--- config.mk ---
export PLATFORM = sky130hd
export DESIGN_NAME = lsc_cfg_regs
export DESIGN_NICKNAME = d
export VERILOG_FILES = /design/src/sv/lsc_pkg.sv /design/src/sv/lsc_cfg_regs.sv
export SDC_FILE = /design/constraint.sdc
export NUM_CORES = 1
export LEC_CHECK = 0
export BUFFER_PORTS_ARGS = -buffer_cell sky130_fd_sc_hd__buf_2
export CAP_MARGIN = 10
export CORE_ASPECT_RATIO = 0.6
export CORE_UTILIZATION = 40
export DETAILED_ROUTE_END_ITERATION = 8
export HOLD_SLACK_MARGIN = 0.02
export PLACE_DENSITY = 0.75
export SETUP_SLACK_MARGIN = 0.1
export SYNTH_ARGS = -nofsm -noshare
export SYNTH_HDL_FRONTEND = slang
export SYNTH_SLANG_ARGS = --single-unit
--- constraint.sdc ---
create_clock -name clk -period 1.2 [get_ports clk]
set_input_delay 0.24 -clock clk [delete_from_list [all_inputs] [get_ports clk]]
set_output_delay 0.24 -clock clk [all_outputs]
set_load 0.02 [all_outputs]
--- src/sv/lsc_pkg.sv ---
// ----------------------------------------------------------------------------
// lsc_pkg
// Shared types, register indexes and sine polynomial constants for the
// lidar spherical to Cartesian unit.
// ----------------------------------------------------------------------------
`default_nettype none
package lsc_pkg;

	localparam int MAX_COLUMNS = 2048;
	localparam int MAX_ROWS    = 64;

	localparam int CFG_IDX_W  = 3;
	localparam int CFG_DATA_W = 20;

	localparam logic [CFG_IDX_W-1:0] REG_MIN_RANGE   = 3'd0;
	localparam logic [CFG_IDX_W-1:0] REG_MAX_RANGE   = 3'd1;
	localparam logic [CFG_IDX_W-1:0] REG_YAW_START   = 3'd2;
	localparam logic [CFG_IDX_W-1:0] REG_YAW_STEP    = 3'd3;
	localparam logic [CFG_IDX_W-1:0] REG_PITCH_START = 3'd4;
	localparam logic [CFG_IDX_W-1:0] REG_PITCH_STEP  = 3'd5;
	localparam logic [CFG_IDX_W-1:0] REG_BEAM_TIME   = 3'd6;

	// Q30 coefficients of the odd sine polynomial
	localparam logic [30:0] COEF1 = 31'd1686629713;
	localparam logic [30:0] COEF3 = 31'd693598669;
	localparam logic [30:0] COEF5 = 31'd85569306;
	localparam logic [30:0] COEF7 = 31'd5026995;
	localparam logic [30:0] COEF9 = 31'd172272;

	typedef struct packed {
		logic [19:0] range_lo;
		logic [19:0] range_hi;
		logic [15:0] yaw_start;
		logic [15:0] yaw_step;
		logic [15:0] pitch_start;
		logic [15:0] pitch_step;
		logic [15:0] beam_time;
	} cfg_t;

	typedef struct packed {
		logic [19:0] range;
		logic [26:0] time_off;
		logic [15:0] inten;
		logic [5:0]  row;
		logic        pv;
		logic        last;
	} side_t;

	// One Horner step: c - (t2 * p) >> 30
	function automatic logic [30:0] horner(input logic [30:0] c, input logic [30:0] t2,
			input logic [30:0] p);
		logic [61:0] prod;
		prod = t2 * p;
		return c - prod[60:30];
	endfunction

endpackage
`default_nettype wire

--- src/sv/lsc_cfg_regs.sv ---
// ----------------------------------------------------------------------------
// lsc_cfg_regs
// Configuration register file, written through a valid/ready channel.
// ----------------------------------------------------------------------------
`default_nettype none
module lsc_cfg_regs (
	input  wire logic                              clk,
	input  wire logic                              arst_n,
	input  wire logic                              cfg_valid,
	output logic                                   cfg_ready,
	input  wire logic [lsc_pkg::CFG_IDX_W-1:0]     cfg_index,
	input  wire logic [lsc_pkg::CFG_DATA_W-1:0]    cfg_data,
	output lsc_pkg::cfg_t                          cfg
);

	lsc_pkg::cfg_t cfg_q;

	assign cfg_ready = 1'b1;
	assign cfg       = cfg_q;

	// Write the addressed register; drop unknown indexes
	always_ff @(posedge clk or negedge arst_n) begin
		if (!arst_n) begin
			cfg_q.range_lo    <= '0;
			cfg_q.range_hi    <= 20'hFFFFF;
			cfg_q.yaw_start   <= '0;
			cfg_q.yaw_step    <= '0;
			cfg_q.pitch_start <= '0;
			cfg_q.pitch_step  <= '0;
			cfg_q.beam_time   <= 16'd100;
		end else if (cfg_valid) begin
			case (cfg_index)
				lsc_pkg::REG_MIN_RANGE:   cfg_q.range_lo    <= cfg_data;
				lsc_pkg::REG_MAX_RANGE:   cfg_q.range_hi    <= cfg_data;
				lsc_pkg::REG_YAW_START:   cfg_q.yaw_start   <= cfg_data[15:0];
				lsc_pkg::REG_YAW_STEP:    cfg_q.yaw_step    <= cfg_data[15:0];
				lsc_pkg::REG_PITCH_START: cfg_q.pitch_start <= cfg_data[15:0];
				lsc_pkg::REG_PITCH_STEP:  cfg_q.pitch_step  <= cfg_data[15:0];
				lsc_pkg::REG_BEAM_TIME:   cfg_q.beam_time   <= cfg_data[15:0];
				default: ;
			endcase
		end
	end

endmodule
`default_nettype wire

==> results by group <==
Clock network
  • Clk buf depth: 2
  • Clock Latency Late Sink: 0.39 ns
  • Root Buffer: clkbuf_16
  • Worst-path clk slew: 0.06 ns
  • H-tree depth: 4
  • CTS tree: built
  • Clock Sinks: 120
  • CTS buffer count: 17

Synth
  • Mapped Cells: 261
  • Compound-cell area share of the yosys netlist: 0
  • Yosys reg bits: 120
  • Netlist cell types: 13
  • Synthesized area per cell: 17.78 sq um
  • XOR/XNOR Fraction of Synth Area: 0
  • Net Count, Synth: 287
  • Dominant cell type by area after synthesis: dfrtp_1
  • Adder-cell share of the synthesized area: 0
  • Area contributors post-synth: dfrtp_1 (52%), mux2_2 (24%), dfstp_2 (13%), mux2_4 (6.5%), buf_2 (1.1%)
  • Synthesized area: 0.004639 sq mm
  • Mux share of post-synthesis cell area: 0.3074
  • Post-synthesis sequential area ratio: 0.6535
  • Warning count from the yosys run: 0
  • Main combinational cell family by area after synthesis: multiplexers
  • Share of the synthesized area in the top cell type: 0.5232
  • Synth Area in Simple Gates: 0.02104

Worst setup path
  • CP delay by family, top: flip-flops
  • Cell Chain, Critical Path: buf_6
  • WP data arrival: 1.06 ns
  • Crit end category: output port
  • Slowest CP cell: dfstp_2
  • Worst-path fanout max: 2
  • Type of origin of the critical path: flop
  • Worst path max stage delay: 0.54 ns
  • CP Buf/Inv Count: 1
  • Critical path type: reg -> out
  • Critical path required time: 0.96 ns

Run status
  • Status: complete, but fails checks
  • Failing checks: setup timing

Power
  • Overall Power: 15.51 mW
  • Power Dens Cells: 2076 mW/mm^2
  • Leakage: 3.513 nW
  • Largest vdd supply drop: 0.001178 V

Floorplan
  • Core Box Area: 0.01130 sq mm
  • I/O pin count: 147
  • Die H: 85.42 microns
  • Die Area: 0.01205 sq mm
  • Die Wd: 141.0 microns
  • Row cnt: 30
  • Initial Util: 0.4106

Global route
  • Total GRT Usage: 0.2069
  • Largest net degree at the start of global routing: 67
  • GRT overflow: 0
  • Vias in the first global route: 3260
  • First-pass GRT wire length: 18.34 mm
  • Initial antenna violation count: 0

Timing
  • F_max: 0.7705 GHz
  • Setup-failing EPs final: 23
  • Fin Clk Skew: 0 ns
  • Final hold vios: 0
  • Fin worst setup slack: -0.09792 ns
  • Unrepaired setup endpoints after global routing: true
  • Final setup TNS: -2.052 ns
  • Pins Over Slew Limit: 0
  • Fin crit period: 1.298 ns
  • Final period util: 1.082

Final layout
  • Multi-input logic area: 0.001574 sq mm
  • Layout cells sized above 1: 0.7846
  • Number of diodes: 0
  • Register area: 0.003032 sq mm
  • Area grow syn2layout: 61.00%
  • Largest register FFs: 120
  • Fin nets: 505
  • FILL cells: 767

Placed design
  • IO buf count: 145
  • RD Place Congestion: 0.7590
  • DP Wirelength: 7.353 mm

Worst hold path
  • Hold Crit Class: in -> reg

Routing
  • First-pass detailed-route iteration total: 4
  • DRC: 0
  • Final ANT Viol Nets: 0
  • Starting DRT DRC Count: 75
  • Via count: 3050
  • Via density: 4.678
  • Post-Route WL: 11.65 mm
  • Average wire per standard cell: 17.86 microns

Flow run
  • # Max-Cap Violations: 0
[cells in the mapped netlist]
cell type and number:
buf_6 2, mux2_1 1, dfrtp_1 97, buf_4 1, dfstp_2 23, nand4b_2 3
and4bb_1 2, and4bb_2 1, mux2_4 20, nor4b_2 1, buf_2 10, mux2_2 99
conb_1 1
[power by group]
part | total (mW) | internal, mW | switching, mW
clock network | 4.68 | 2.99 | 1.69
logic | 5.05 | 2.93 | 2.11
registers | 5.78 | 5.08 | 0.693
total | 15.5 | 11.0 | 4.50
[final cells by class]
| cell class | instances | share of cell area |
|---|---|---|
| flip-flops and latches | 120 | 0.4059 |
| clock inverters | 8 | 0.009715 |
| clock buffers | 24 | 0.06449 |
| multi-input cells | 128 | 0.2107 |
| well taps | 160 | 0.02680 |
| repair buffers | 212 | 0.2824 |
[kinds of logic (layout without fill, tap and decap cells)]
| group | Yosys count | after routing |
|---|---|---|
| other cells | 1 | 1 |
| mux | 120 | 120 |
| buf+inv | 13 | 244 |
| flops | 120 | 120 |
| simple gates | 7 | 7 |
[metal layers]
| layer | GRT usage | vias up | part of all wire |
|---|---|---|---|
| li1 | - | 1374 | - |
| met1 | 0.2673 | 1561 | 0.44 |
| met2 | 0.3356 | 103 | 0.49 |
| met3 | 0.06716 | 12 | 0.061 |
| met4 | 0.05929 | 0 | 0.0088 |
| met5 | 0 | - | 0 |
[final timing paths]
check | from | slack [ns] | endpoint | cells after the start
setup / recovery | cfg[89] | -0.1 | cfg[89] | 1
hold / removal | cfg_data[17] | 0.09 | cfg[97] | 2
setup reg to reg | cfg[104] | 0.17 | cfg[104] | 3
hold reg to reg | cfg[109] | 0.53 | cfg[109] | 1
max in group asynchronous | arst_n | 0.43 | cfg[89] | 3
min in group asynchronous | arst_n | 0.42 | cfg[31] | 3
[through the flow]
stage               setup WS, ns  cells  hold slack, ns    util  area [sq um]
global placement         -0.2041    571          0.2567  0.5128          5794
finish                  -0.09792    652         0.08557  0.6611          7470
detailed placement       -0.2632    571          0.2647  0.5128          5794
global route             -0.1361    652         0.08251  0.6611          7470
floorplan               -0.02727    261        -0.05559       -          4747
CTS                      -0.1180    637         0.06425  0.6512          7357
[repair_timing]
| action | CTS | global route |
|---|---|---|
| resized for setup | 240 | 0 |
| setup endpoints to repair | 120 | 120 |
| hold endpoints to repair | 97 | 0 |
| hold buffers | 1 | 0 |
| setup buffers | 33 | 15 |
[layout by cell type, fill, tap and decap left out]
master	instances
clkbuf_8	3
mux2_4	30
buf_12	10
bufinv_16	1
clkbuf_1	4
dlygate4sd3_1	1
clkinvlp_4	3
clkbuf_16	17
mux2_2	89
dfstp_2	23
and4bb_2	1
and4bb_1	2
nand4b_2	3
mux2_1	1
conb_1	1
clkinv_2	4
dfrtp_1	97
nor4b_4	1
buf_4	57
buf_2	24
buf_6	120
Power figures use the tool's default switching activity.
